<file path="src/hdl/biquad_tdf2_filter_unit_assert.svh">
// assertion macros for the biquad filter rtl
// both expect signals named clk and rst_n in the module that uses them
`ifndef BIQUAD_TDF2_FILTER_UNIT_ASSERT_SVH
`define BIQUAD_TDF2_FILTER_UNIT_ASSERT_SVH

// same-cycle implication
`define BQF_ASSERT_IMM(label, ante, cons, msg) \
  label: assert property (@(posedge clk) disable iff (!rst_n) (ante) |-> (cons)) \
    else $error(msg);

// next-cycle implication
`define BQF_ASSERT_NXT(label, ante, cons, msg) \
  label: assert property (@(posedge clk) disable iff (!rst_n) (ante) |=> (cons)) \
    else $error(msg);

`endif

</file>
<file path="src/hdl/bqf_pkg.sv">
// ----------------------------------------------------------------------------
// bqf_pkg
// types and constants shared by the biquad filter controller and datapath
// ----------------------------------------------------------------------------
package bqf_pkg;

  localparam int NUM_COEF  = 5;
  localparam int CFG_IDX_W = 3;

  // coefficient register indexes
  typedef enum logic [CFG_IDX_W-1:0] {
    REG_B0 = 3'd0,
    REG_B1 = 3'd1,
    REG_B2 = 3'd2,
    REG_A1 = 3'd3,
    REG_A2 = 3'd4
  } coef_idx_t;

  typedef enum logic [3:0] {
    ST_IDLE,
    ST_MUL_B0,
    ST_ACC_B0,
    ST_ACC_B1,
    ST_ACC_A1,
    ST_ACC_B2,
    ST_ACC_A2,
    ST_DONE
  } state_t;

  // operand pair for the shared multiplier
  typedef enum logic [2:0] {
    MUL_NONE,
    MUL_B0_X,
    MUL_B1_X,
    MUL_A1_Y,
    MUL_B2_X,
    MUL_A2_Y
  } mul_sel_t;

  // accumulator operation
  typedef enum logic [2:0] {
    ACC_NONE,
    ACC_OUT,     // b0*x + delay_one + half, round and clamp to y
    ACC_ADD_D2,  // acc = b1*x + delay_two
    ACC_SUB_D1,  // delay_one = sat(acc - a1*y)
    ACC_LOAD,    // acc = b2*x
    ACC_SUB_D2   // delay_two = sat(acc - a2*y)
  } acc_op_t;

  typedef struct packed {
    logic     capture;
    mul_sel_t mul_sel;
    acc_op_t  acc_op;
    logic     load_out;
  } cmd_t;

endpackage

</file>
<file path="src/hdl/bqf_ifs.sv">
// ----------------------------------------------------------------------------
// bqf stream interfaces
// valid/ready channels for input samples and filtered results
// ----------------------------------------------------------------------------
interface bqf_in_if #(
  parameter int SAMPLE_WIDTH = 16
);
  logic                           valid;
  logic                           ready;
  logic signed [SAMPLE_WIDTH-1:0] sample_in;
  logic                           last_in;

  modport source (output valid, output sample_in, output last_in, input ready);
  modport sink   (input valid, input sample_in, input last_in, output ready);
endinterface

interface bqf_out_if #(
  parameter int SAMPLE_WIDTH = 16
);
  logic                           valid;
  logic                           ready;
  logic signed [SAMPLE_WIDTH-1:0] sample_out;
  logic                           clipped;
  logic                           last_out;

  modport source (output valid, output sample_out, output clipped, output last_out,
                  input ready);
  modport sink   (input valid, input sample_out, input clipped, input last_out,
                  output ready);
endinterface

</file>
<file path="src/hdl/bqf_ctrl.sv">
// ----------------------------------------------------------------------------
// bqf_ctrl
// sequencer for the five products and the output register handshake
// ----------------------------------------------------------------------------
`include "biquad_tdf2_filter_unit_assert.svh"

module bqf_ctrl (
  input  logic          clk,
  input  logic          rst_n,
  input  logic          in_valid,
  output logic          in_ready,
  output logic          out_valid,
  input  logic          out_ready,
  output bqf_pkg::cmd_t cmd
);

  bqf_pkg::state_t state_r, state_nxt;
  logic            out_valid_r, out_valid_nxt;

  always_ff @(posedge clk) begin
    if (!rst_n) begin
      state_r     <= bqf_pkg::ST_IDLE;
      out_valid_r <= 1'b0;
    end else begin
      state_r     <= state_nxt;
      out_valid_r <= out_valid_nxt;
    end
  end

  always_comb begin
    state_nxt     = state_r;
    cmd.capture   = 1'b0;
    cmd.mul_sel   = bqf_pkg::MUL_NONE;
    cmd.acc_op    = bqf_pkg::ACC_NONE;
    cmd.load_out  = 1'b0;
    in_ready      = 1'b0;
    out_valid_nxt = out_valid_r && !out_ready;

    unique case (state_r)
      bqf_pkg::ST_IDLE: begin
        in_ready = 1'b1;
        if (in_valid) begin
          cmd.capture = 1'b1;
          state_nxt   = bqf_pkg::ST_MUL_B0;
        end
      end
      bqf_pkg::ST_MUL_B0: begin
        cmd.mul_sel = bqf_pkg::MUL_B0_X;
        state_nxt   = bqf_pkg::ST_ACC_B0;
      end
      bqf_pkg::ST_ACC_B0: begin
        cmd.acc_op  = bqf_pkg::ACC_OUT;
        cmd.mul_sel = bqf_pkg::MUL_B1_X;
        state_nxt   = bqf_pkg::ST_ACC_B1;
      end
      bqf_pkg::ST_ACC_B1: begin
        cmd.acc_op  = bqf_pkg::ACC_ADD_D2;
        cmd.mul_sel = bqf_pkg::MUL_A1_Y;
        state_nxt   = bqf_pkg::ST_ACC_A1;
      end
      bqf_pkg::ST_ACC_A1: begin
        cmd.acc_op  = bqf_pkg::ACC_SUB_D1;
        cmd.mul_sel = bqf_pkg::MUL_B2_X;
        state_nxt   = bqf_pkg::ST_ACC_B2;
      end
      bqf_pkg::ST_ACC_B2: begin
        cmd.acc_op  = bqf_pkg::ACC_LOAD;
        cmd.mul_sel = bqf_pkg::MUL_A2_Y;
        state_nxt   = bqf_pkg::ST_ACC_A2;
      end
      bqf_pkg::ST_ACC_A2: begin
        cmd.acc_op = bqf_pkg::ACC_SUB_D2;
        state_nxt  = bqf_pkg::ST_DONE;
      end
      bqf_pkg::ST_DONE: begin
        // wait for the output register to free up
        if (!out_valid_r || out_ready) begin
          cmd.load_out  = 1'b1;
          out_valid_nxt = 1'b1;
          state_nxt     = bqf_pkg::ST_IDLE;
        end
      end
      default: begin
        state_nxt = bqf_pkg::ST_IDLE;
      end
    endcase
  end

  assign out_valid = out_valid_r;

  `BQF_ASSERT_NXT(a_accept_starts_seq, in_valid && in_ready, state_r == bqf_pkg::ST_MUL_B0, "accepted sample did not start the product sequence")
  `BQF_ASSERT_IMM(a_load_slot_free, cmd.load_out, !out_valid_r || out_ready, "result loaded over an untaken result")
  `BQF_ASSERT_IMM(a_valid_from_done, $rose(out_valid_r), $past(state_r) == bqf_pkg::ST_DONE, "result valid raised outside the final step")

endmodule

</file>
<file path="src/hdl/bqf_datapath.sv">
// ----------------------------------------------------------------------------
// bqf_datapath
// coefficient registers, shared multiplier, accumulator, delay state, output register
// ----------------------------------------------------------------------------
module bqf_datapath #(
  parameter int SAMPLE_WIDTH   = 16,
  parameter int COEF_WIDTH     = 32,
  parameter int COEF_FRAC_BITS = 28,
  parameter int STATE_WIDTH    = 48
) (
  input  logic                                   clk,
  input  logic                                   rst_n,
  input  bqf_pkg::cmd_t                          cmd,
  input  logic signed [SAMPLE_WIDTH-1:0]         in_sample,
  input  logic                                   in_last,
  input  logic                                   cfg_we,
  input  logic        [bqf_pkg::CFG_IDX_W-1:0]   cfg_index,
  input  logic        [COEF_WIDTH-1:0]           cfg_data,
  output logic signed [SAMPLE_WIDTH-1:0]         out_sample,
  output logic                                   out_clipped,
  output logic                                   out_last
);

  localparam int PW = SAMPLE_WIDTH + COEF_WIDTH;
  localparam int AW = ((PW > STATE_WIDTH) ? PW : STATE_WIDTH) + 2;

  localparam logic signed [AW-1:0] Y_MAX =
    {{(AW-SAMPLE_WIDTH+1){1'b0}}, {(SAMPLE_WIDTH-1){1'b1}}};
  localparam logic signed [AW-1:0] Y_MIN = ~Y_MAX;
  localparam logic signed [AW-1:0] S_MAX =
    {{(AW-STATE_WIDTH+1){1'b0}}, {(STATE_WIDTH-1){1'b1}}};
  localparam logic signed [AW-1:0] S_MIN = ~S_MAX;
  localparam logic signed [AW-1:0] HALF  =
    {{(AW-COEF_FRAC_BITS){1'b0}}, 1'b1, {(COEF_FRAC_BITS-1){1'b0}}};
  localparam logic [COEF_WIDTH-1:0] UNITY = COEF_WIDTH'(1) << COEF_FRAC_BITS;

  logic signed [COEF_WIDTH-1:0]   coef_r [bqf_pkg::NUM_COEF];
  logic signed [SAMPLE_WIDTH-1:0] x_r;
  logic signed [SAMPLE_WIDTH-1:0] y_r, y_nxt;
  logic                           last_r;
  logic                           clip_r, clip_nxt;
  logic signed [PW-1:0]           prod_r, prod_nxt;
  logic signed [AW-1:0]           acc_r;
  logic signed [AW-1:0]           acc_sum;
  logic signed [AW-1:0]           shifted;
  logic signed [AW-1:0]           sat_val;
  logic                           sat_hit;
  logic                           y_hit;
  logic signed [STATE_WIDTH-1:0]  d1_r, d2_r;
  logic signed [COEF_WIDTH-1:0]   mul_a;
  logic signed [SAMPLE_WIDTH-1:0] mul_b;

  // configuration writes, index beyond the list is dropped
  always_ff @(posedge clk) begin
    if (!rst_n) begin
      coef_r[bqf_pkg::REG_B0] <= UNITY;
      coef_r[bqf_pkg::REG_B1] <= '0;
      coef_r[bqf_pkg::REG_B2] <= '0;
      coef_r[bqf_pkg::REG_A1] <= '0;
      coef_r[bqf_pkg::REG_A2] <= '0;
    end else if (cfg_we && (cfg_index < bqf_pkg::CFG_IDX_W'(bqf_pkg::NUM_COEF))) begin
      coef_r[cfg_index] <= cfg_data;
    end
  end

  // shared multiplier operand select
  always_comb begin
    mul_a = coef_r[bqf_pkg::REG_B0];
    mul_b = x_r;
    case (cmd.mul_sel)
      bqf_pkg::MUL_B1_X: begin
        mul_a = coef_r[bqf_pkg::REG_B1];
      end
      bqf_pkg::MUL_A1_Y: begin
        mul_a = coef_r[bqf_pkg::REG_A1];
        mul_b = y_r;
      end
      bqf_pkg::MUL_B2_X: begin
        mul_a = coef_r[bqf_pkg::REG_B2];
      end
      bqf_pkg::MUL_A2_Y: begin
        mul_a = coef_r[bqf_pkg::REG_A2];
        mul_b = y_r;
      end
      default: begin
        mul_a = coef_r[bqf_pkg::REG_B0];
      end
    endcase
    prod_nxt = PW'(mul_a) * PW'(mul_b);
  end

  // accumulator adder
  always_comb begin
    case (cmd.acc_op)
      bqf_pkg::ACC_OUT:    acc_sum = AW'(prod_r) + AW'(d1_r) + HALF;
      bqf_pkg::ACC_ADD_D2: acc_sum = AW'(prod_r) + AW'(d2_r);
      bqf_pkg::ACC_LOAD:   acc_sum = AW'(prod_r);
      bqf_pkg::ACC_SUB_D1,
      bqf_pkg::ACC_SUB_D2: acc_sum = acc_r - AW'(prod_r);
      default:             acc_sum = acc_r;
    endcase
  end

  // output rounding (floor after half add) and clamp
  always_comb begin
    shifted = acc_sum >>> COEF_FRAC_BITS;
    y_hit   = 1'b1;
    if (shifted > Y_MAX) begin
      y_nxt = Y_MAX[SAMPLE_WIDTH-1:0];
    end else if (shifted < Y_MIN) begin
      y_nxt = Y_MIN[SAMPLE_WIDTH-1:0];
    end else begin
      y_nxt = shifted[SAMPLE_WIDTH-1:0];
      y_hit = 1'b0;
    end
  end

  // state clamp
  always_comb begin
    sat_hit = 1'b1;
    if (acc_sum > S_MAX) begin
      sat_val = S_MAX;
    end else if (acc_sum < S_MIN) begin
      sat_val = S_MIN;
    end else begin
      sat_val = acc_sum;
      sat_hit = 1'b0;
    end
  end

  always_comb begin
    clip_nxt = clip_r;
    case (cmd.acc_op)
      bqf_pkg::ACC_OUT:    clip_nxt = clip_r | y_hit;
      bqf_pkg::ACC_SUB_D1,
      bqf_pkg::ACC_SUB_D2: clip_nxt = clip_r | sat_hit;
      default:             clip_nxt = clip_r;
    endcase
    if (cmd.capture) begin
      clip_nxt = 1'b0;
    end
  end

  // delay state
  always_ff @(posedge clk) begin
    if (!rst_n) begin
      d1_r <= '0;
      d2_r <= '0;
    end else begin
      if (cmd.acc_op == bqf_pkg::ACC_SUB_D1) begin
        d1_r <= sat_val[STATE_WIDTH-1:0];
      end
      if (cmd.acc_op == bqf_pkg::ACC_SUB_D2) begin
        d2_r <= sat_val[STATE_WIDTH-1:0];
      end
    end
  end

  // payload registers
  always_ff @(posedge clk) begin
    clip_r <= clip_nxt;
    if (cmd.capture) begin
      x_r    <= in_sample;
      last_r <= in_last;
    end
    if (cmd.mul_sel != bqf_pkg::MUL_NONE) begin
      prod_r <= prod_nxt;
    end
    if (cmd.acc_op == bqf_pkg::ACC_ADD_D2 || cmd.acc_op == bqf_pkg::ACC_LOAD) begin
      acc_r <= acc_sum;
    end
    if (cmd.acc_op == bqf_pkg::ACC_OUT) begin
      y_r <= y_nxt;
    end
    if (cmd.load_out) begin
      out_sample  <= y_r;
      out_clipped <= clip_r;
      out_last    <= last_r;
    end
  end

endmodule

</file>
<file path="src/hdl/biquad_tdf2_filter_unit.sv">
// samples are accepted only while the sequencer is idle, and each result is
//   loaded for output before the next sample is taken; the single shared
//   multiplier steps through b0*x, b1*x, a1*y, b2*x and a2*y between capture
//   and output load; a stalled result holds the sequencer in its last step
// reset (rst_n low, synchronous): delay state cleared, coefficients set to
//   pass-through (b0 = 1.0, others 0), no result pending
// ----------------------------------------------------------------------------
// biquad_tdf2_filter_unit
// second-order iir section, transposed direct form ii, fixed point
// ----------------------------------------------------------------------------
module biquad_tdf2_filter_unit #(
  parameter int SAMPLE_WIDTH   = 16,
  parameter int COEF_WIDTH     = 32,
  parameter int COEF_FRAC_BITS = 28,
  parameter int STATE_WIDTH    = 48
) (
  input  logic                                clk,
  input  logic                                rst_n,
  // input samples, one transaction per sample
  bqf_in_if.sink                              in_if,
  // filtered samples, exactly one transaction per input
  bqf_out_if.source                           out_if,
  // coefficient write port, b0 b1 b2 a1 a2 at indexes 0 to 4
  input  logic                                cfg_we,
  input  logic [bqf_pkg::CFG_IDX_W-1:0]       cfg_index,
  input  logic [COEF_WIDTH-1:0]               cfg_data
);

  // command bundle from the sequencer to the datapath
  bqf_pkg::cmd_t cmd;

  // controller: accepts a sample only when idle, steps the five products,
  // then hands the result to the output register once it is free
  bqf_ctrl u_ctrl (
    .clk       (clk),
    .rst_n     (rst_n),
    .in_valid  (in_if.valid),
    .in_ready  (in_if.ready),
    .out_valid (out_if.valid),
    .out_ready (out_if.ready),
    .cmd       (cmd)
  );

  // datapath: coefficients, one registered multiplier, wide accumulator,
  // rounding and saturation, the two delay registers and the result register
  bqf_datapath #(
    .SAMPLE_WIDTH   (SAMPLE_WIDTH),
    .COEF_WIDTH     (COEF_WIDTH),
    .COEF_FRAC_BITS (COEF_FRAC_BITS),
    .STATE_WIDTH    (STATE_WIDTH)
  ) u_datapath (
    .clk         (clk),
    .rst_n       (rst_n),
    .cmd         (cmd),
    .in_sample   (in_if.sample_in),
    .in_last     (in_if.last_in),
    .cfg_we      (cfg_we),
    .cfg_index   (cfg_index),
    .cfg_data    (cfg_data),
    .out_sample  (out_if.sample_out),
    .out_clipped (out_if.clipped),
    .out_last    (out_if.last_out)
  );

endmodule

</file>
<file path="src/flat_wrapper.sv">
// flat-port wrapper written by rule: the top's interface ports become plain ports
module biquad_tdf2_filter_unit_flat 
#(
  parameter int SAMPLE_WIDTH   = 16,
  parameter int COEF_WIDTH     = 32,
  parameter int COEF_FRAC_BITS = 28,
  parameter int STATE_WIDTH    = 48
)
  (clk, rst_n, cfg_we, cfg_index, cfg_data, in_if_valid, in_if_sample_in, in_if_last_in, in_if_ready, out_if_valid, out_if_sample_out, out_if_clipped, out_if_last_out, out_if_ready);
  bqf_in_if #(.SAMPLE_WIDTH(SAMPLE_WIDTH)) in_if_i ();
  bqf_out_if #(.SAMPLE_WIDTH(SAMPLE_WIDTH)) out_if_i ();
  input  logic clk;
  input  logic rst_n;
  input  logic cfg_we;
  input  logic [bqf_pkg::CFG_IDX_W-1:0] cfg_index;
  input  logic [COEF_WIDTH-1:0] cfg_data;
  input wire logic [$bits(in_if_i.valid)-1:0] in_if_valid;
  input wire logic [$bits(in_if_i.sample_in)-1:0] in_if_sample_in;
  input wire logic [$bits(in_if_i.last_in)-1:0] in_if_last_in;
  output wire logic [$bits(in_if_i.ready)-1:0] in_if_ready;
  output wire logic [$bits(out_if_i.valid)-1:0] out_if_valid;
  output wire logic [$bits(out_if_i.sample_out)-1:0] out_if_sample_out;
  output wire logic [$bits(out_if_i.clipped)-1:0] out_if_clipped;
  output wire logic [$bits(out_if_i.last_out)-1:0] out_if_last_out;
  input wire logic [$bits(out_if_i.ready)-1:0] out_if_ready;
  assign in_if_i.valid = in_if_valid;
  assign in_if_i.sample_in = in_if_sample_in;
  assign in_if_i.last_in = in_if_last_in;
  assign in_if_ready = in_if_i.ready;
  assign out_if_valid = out_if_i.valid;
  assign out_if_sample_out = out_if_i.sample_out;
  assign out_if_clipped = out_if_i.clipped;
  assign out_if_last_out = out_if_i.last_out;
  assign out_if_i.ready = out_if_ready;
  biquad_tdf2_filter_unit #(.SAMPLE_WIDTH(SAMPLE_WIDTH), .COEF_WIDTH(COEF_WIDTH), .COEF_FRAC_BITS(COEF_FRAC_BITS), .STATE_WIDTH(STATE_WIDTH)) u_core (.clk(clk), .rst_n(rst_n), .in_if(in_if_i), .out_if(out_if_i), .cfg_we(cfg_we), .cfg_index(cfg_index), .cfg_data(cfg_data));
endmodule
</file>
<file path="config.mk">
export PLATFORM = sky130hd
export DESIGN_NAME = biquad_tdf2_filter_unit_flat
export DESIGN_NICKNAME = d
export VERILOG_FILES = /design/src/hdl/bqf_pkg.sv /design/src/hdl/bqf_ifs.sv /design/src/hdl/bqf_ctrl.sv /design/src/hdl/bqf_datapath.sv /design/src/hdl/biquad_tdf2_filter_unit.sv /design/src/flat_wrapper.sv
export VERILOG_INCLUDE_DIRS = /design/src /design/src/hdl
export SDC_FILE = /design/constraint.sdc
export NUM_CORES = 2
export LEC_CHECK = 0
export ABC_AREA = 1
export BUFFER_PORTS_ARGS = -buffer_cell sky130_fd_sc_hd__buf_2
export CAP_MARGIN = 25
export CORE_MARGIN = 1
export CORE_UTILIZATION = 55
export DETAILED_ROUTE_END_ITERATION = 6
export PLACE_DENSITY = 0.78
export RECOVER_POWER = 25
export SYNTH_ARGS = -nofsm -noshare
export SYNTH_HDL_FRONTEND = slang
export SYNTH_HIERARCHICAL = 1
export SYNTH_SLANG_ARGS = --single-unit
</file>
<file path="constraint.sdc">
create_clock -name clk -period 11.5 [get_ports clk]
set_clock_uncertainty 0.1 [all_clocks]
set_input_delay 2.3 -clock clk [delete_from_list [all_inputs] [get_ports clk]]
set_output_delay 2.3 -clock clk [all_outputs]
set_load 0.005 [all_outputs]
</file>
==> metrics.md <==
| Metric | Value |
|---|---|
| Clk slew on worst S/H paths | 0.07 ns |
| Initial DRC count | 5,169 |
| Cell with the most instances after synthesis | nand2_1 |
| Critical Path Source | u_core/u_ctrl/state_r[2] |
| Slew @ Worst Pin | 4.144 ns |
| Post-synthesis compound-gate area fraction | 6.517% |
| Worst-skew pair later-pin latency | 0.64 ns |
| RSZ-0062 raised after global routing | false |
| Layout cells sized above 1 | 4.580% |
| Die Span Y | 301.2 µm |
| Antenna-violating nets left | 0 |
| Slew headroom | -176.3% |
| Initial antenna violation count | 6 |
| Largest net degree at the start of global routing | 62 |
| Simple-Gate Fraction of Synth Area | 28.18% |
| Post-synthesis sequential area ratio | 22.95% |
| Router iterations before antenna repair | 6 |
| Gr ovfl total | 0 |
| Hold_sp | u_core/u_datapath/last_r |
| TNS Setup | 0 ns |
| Clk buf depth | 3 |
| Number of global-route vias before repair | 43,093 |
| CTS sink cnt | 410 |
| Vias | 45,531 |
| Max FO, Critical Path | 38 |
| Post-Synthesis Cells | 6,963 |
| Number of synthesized flops with an enable pin | 309 |
| Drt total wl | 176,400 µm |
| CTS Hold Bufs | 0 |
| CTS tree | yes |
| Yosys warning count | 6 |
| Fmax | 90.46 MHz |
| Share of the synthesized area in the top cell type | 19.88% |
| Final setup violation count | 0 |
| Mapped Area | 0.04924 mm² |
| # rows | 109 |
| Tcrit/Tclk final | 96.13% |
| CP Launch Type | flip-flop |
| Die Span X | 301.2 µm |
| Top FF cell, synth | edfxtp_1 |
| Failing checks | capacitance limit, slew limit |
| XOR/XNOR share of the synthesized area | 1.032% |
| Setup bufs post-CTS | 0 |
| Number of CTS-inserted buffers | 49 |
| Crit path max-delay family | adder cells |
| PostCTS Resize Cnt | 0 |
| Post-route DRC | 0 |
| Area of the multi-input gates | 0.03129 mm² |
| Filler Cells Inserted | 8,419 |
| Critical path buffers and inverters | 11 |
| Yosys top cell by area | fa_1 |
| RR Startpoint | u_core/u_ctrl/state_r[2] |
| Largest stage delay, worst path | 0.74 ns |
| Initial Utilization | 55.64% |
| Htree depth | 2 |
| Hpwl dp | 143,400 µm |
| Yosys cell types | 55 |
| Yosys reg bits | 410 |
| Max Cap Viol | 6 |
| Post-synthesis adder-cell area fraction | 27.68% |
| NumNets Final | 7,843 |
| CP Class | reg2reg |
| Status | complete, but fails checks |
| Die area | 0.09074 mm² |
| CP max-delay cell | clkinv_1 |
| DR WL/cell | 21.52 µm |
| Layout area overhead | 6.598% |
| Mapped Avg Cell Area | 7.072 µm² |
| I/O Pins | 77 |
| Global-route wire length before repair | 264,100 µm |
| Gpl congestion | 1.020 |
| Overall routing resource usage | 39.10% |
| Crit. End Element | flip-flop |
| Required @ worst endpoint | 11.76 ns |
| Mux cell area share after synthesis | 0% |
| Total area of sequential cells | 0.01130 mm² |
| Number of port buffers | 76 |
| Async SR Flop Fraction | 0% |
| Most area-consuming cells after synthesis | fa_1, edfxtp_1, nand2_1, inv_1, ha_1 |
| Via density | 5.553 |
| Core area | 0.08851 mm² |
| Synthesized Nets | 7,816 |
| R2R setup slack | 0.45 ns |
| Fin. Hold Viols | 0 |
| Clock root cell | clkbuf_16 |
| Period minus WS final | 11.05 ns |
| Largest family of logic cells by synthesized area | simple AND/OR/NAND/NOR gates |
| Post-synth top cells | nand2_1, inv_1, nor2_1, fa_1, nand3_1 |
| Max-slew violations | 261 |
| Hold Path Class | reg2reg |
| Crit path DAT | 11.31 ns |
[registers in the layout, indices dropped and copies added, names as in the netlist]
signal	flops
u_core/u_datapath/out_sample	16
u_core/u_datapath/clip_r	1
u_core/u_datapath/d2_r	48
u_core/u_datapath/out_last	1
u_core/u_datapath/last_r	1
u_core/u_ctrl/state_r	3
u_core/u_datapath/x_r	16
u_core/u_datapath/acc_r	50
u_core/u_datapath/y_r	16
u_core/u_datapath/out_clipped	1
u_core/u_ctrl/out_valid	1
u_core/u_datapath/d1_r	48
u_core/u_datapath/prod_r	48
u_core/u_datapath/coef_r	160
[layer usage]
layer | routed length, µm | GRT usage [%] | up-vias
met5 | 69 | 0 | -
met4 | 10360 | 19.85 | 10
met3 | 20440 | 9.870 | 436
met2 | 74590 | 58.13 | 2465
met1 | 70980 | 52.80 | 21409
li1 | - | - | 21211
[final timing paths]
| kind | endpoint | cells after the start |
|---|---|---|
| worst max-delay path | u_core/u_datapath/prod_r[47] | 34 |
| worst min-delay path | u_core/u_datapath/out_last | 0 |
| worst max register to register | u_core/u_datapath/prod_r[47] | 34 |
| worst min register to register | u_core/u_datapath/out_last | 0 |
[cells in the final DEF, fill, tap and decap left out, types with 50 or more instances in the layout]
cell,netlist,final
inv_1,1547,1548
buf_4,11,59
clkbuf_16,0,50
nand3_1,352,350
a21oi_1,229,228
dfxtp_1,101,101
o21bai_1,72,72
edfxtp_1,309,309
fa_1,489,489
nor2_1,900,897
o21ai_1,74,67
o21ai_0,126,120
nand4_1,73,73
buf_2,18,76
ha_1,307,307
nand2_1,1917,1919
[through the flow]
step	std cells	setup WS, ns	instance area (µm²)	hold WS [ns]	util (%)
after floorplan	6963	3.442	49240	0.3003	-
final	8199	0.4452	52490	0.3375	59.31
after CTS	8194	0.7415	52510	0.3369	59.32
after global routing	8196	0.09940	52490	0.3430	59.30
after global placement	8101	0.9441	50880	0.3173	57.48
after detailed placement	8102	0.8587	50880	0.3063	57.49
[area by class of cell]
class | count | area share [%]
inverters | 1578 | 11.28
flip-flops and latches | 410 | 21.53
multi-input cells | 4807 | 59.60
well taps | 1165 | 2.777
diodes | 3 | 0.01430
clock buffers | 57 | 2.472
clock inverters | 35 | 0.6269
repair buffers | 144 | 1.695
[worst reg2reg max path, delay by kind of cell (launching register included)]
kind / cells / cell delay, ns
compound gates: 9 / 2.76
xor+xnor: 1 / 0.15
fa+ha+maj: 7 / 3.47
buf+inv: 11 / 2.43
flops: 1 / 0.50
simple gates: 6 / 1.41
[logic make-up (layout without fill, tap and decap cells)]
logic type / Yosys count / in the layout
adders and majority gates: 796 / 796
other: 0 / 3
and+or+nand+nor: 3386 / 3386
xor gates and xnor gates: 58 / 58
buffers and inverters: 1746 / 1814
DFF: 410 / 410
AOI/OAI and AO/OA: 567 / 567
Power is not shown: default switching activity piles up to over one toggle a cycle in this logic, so the estimate is an artifact.
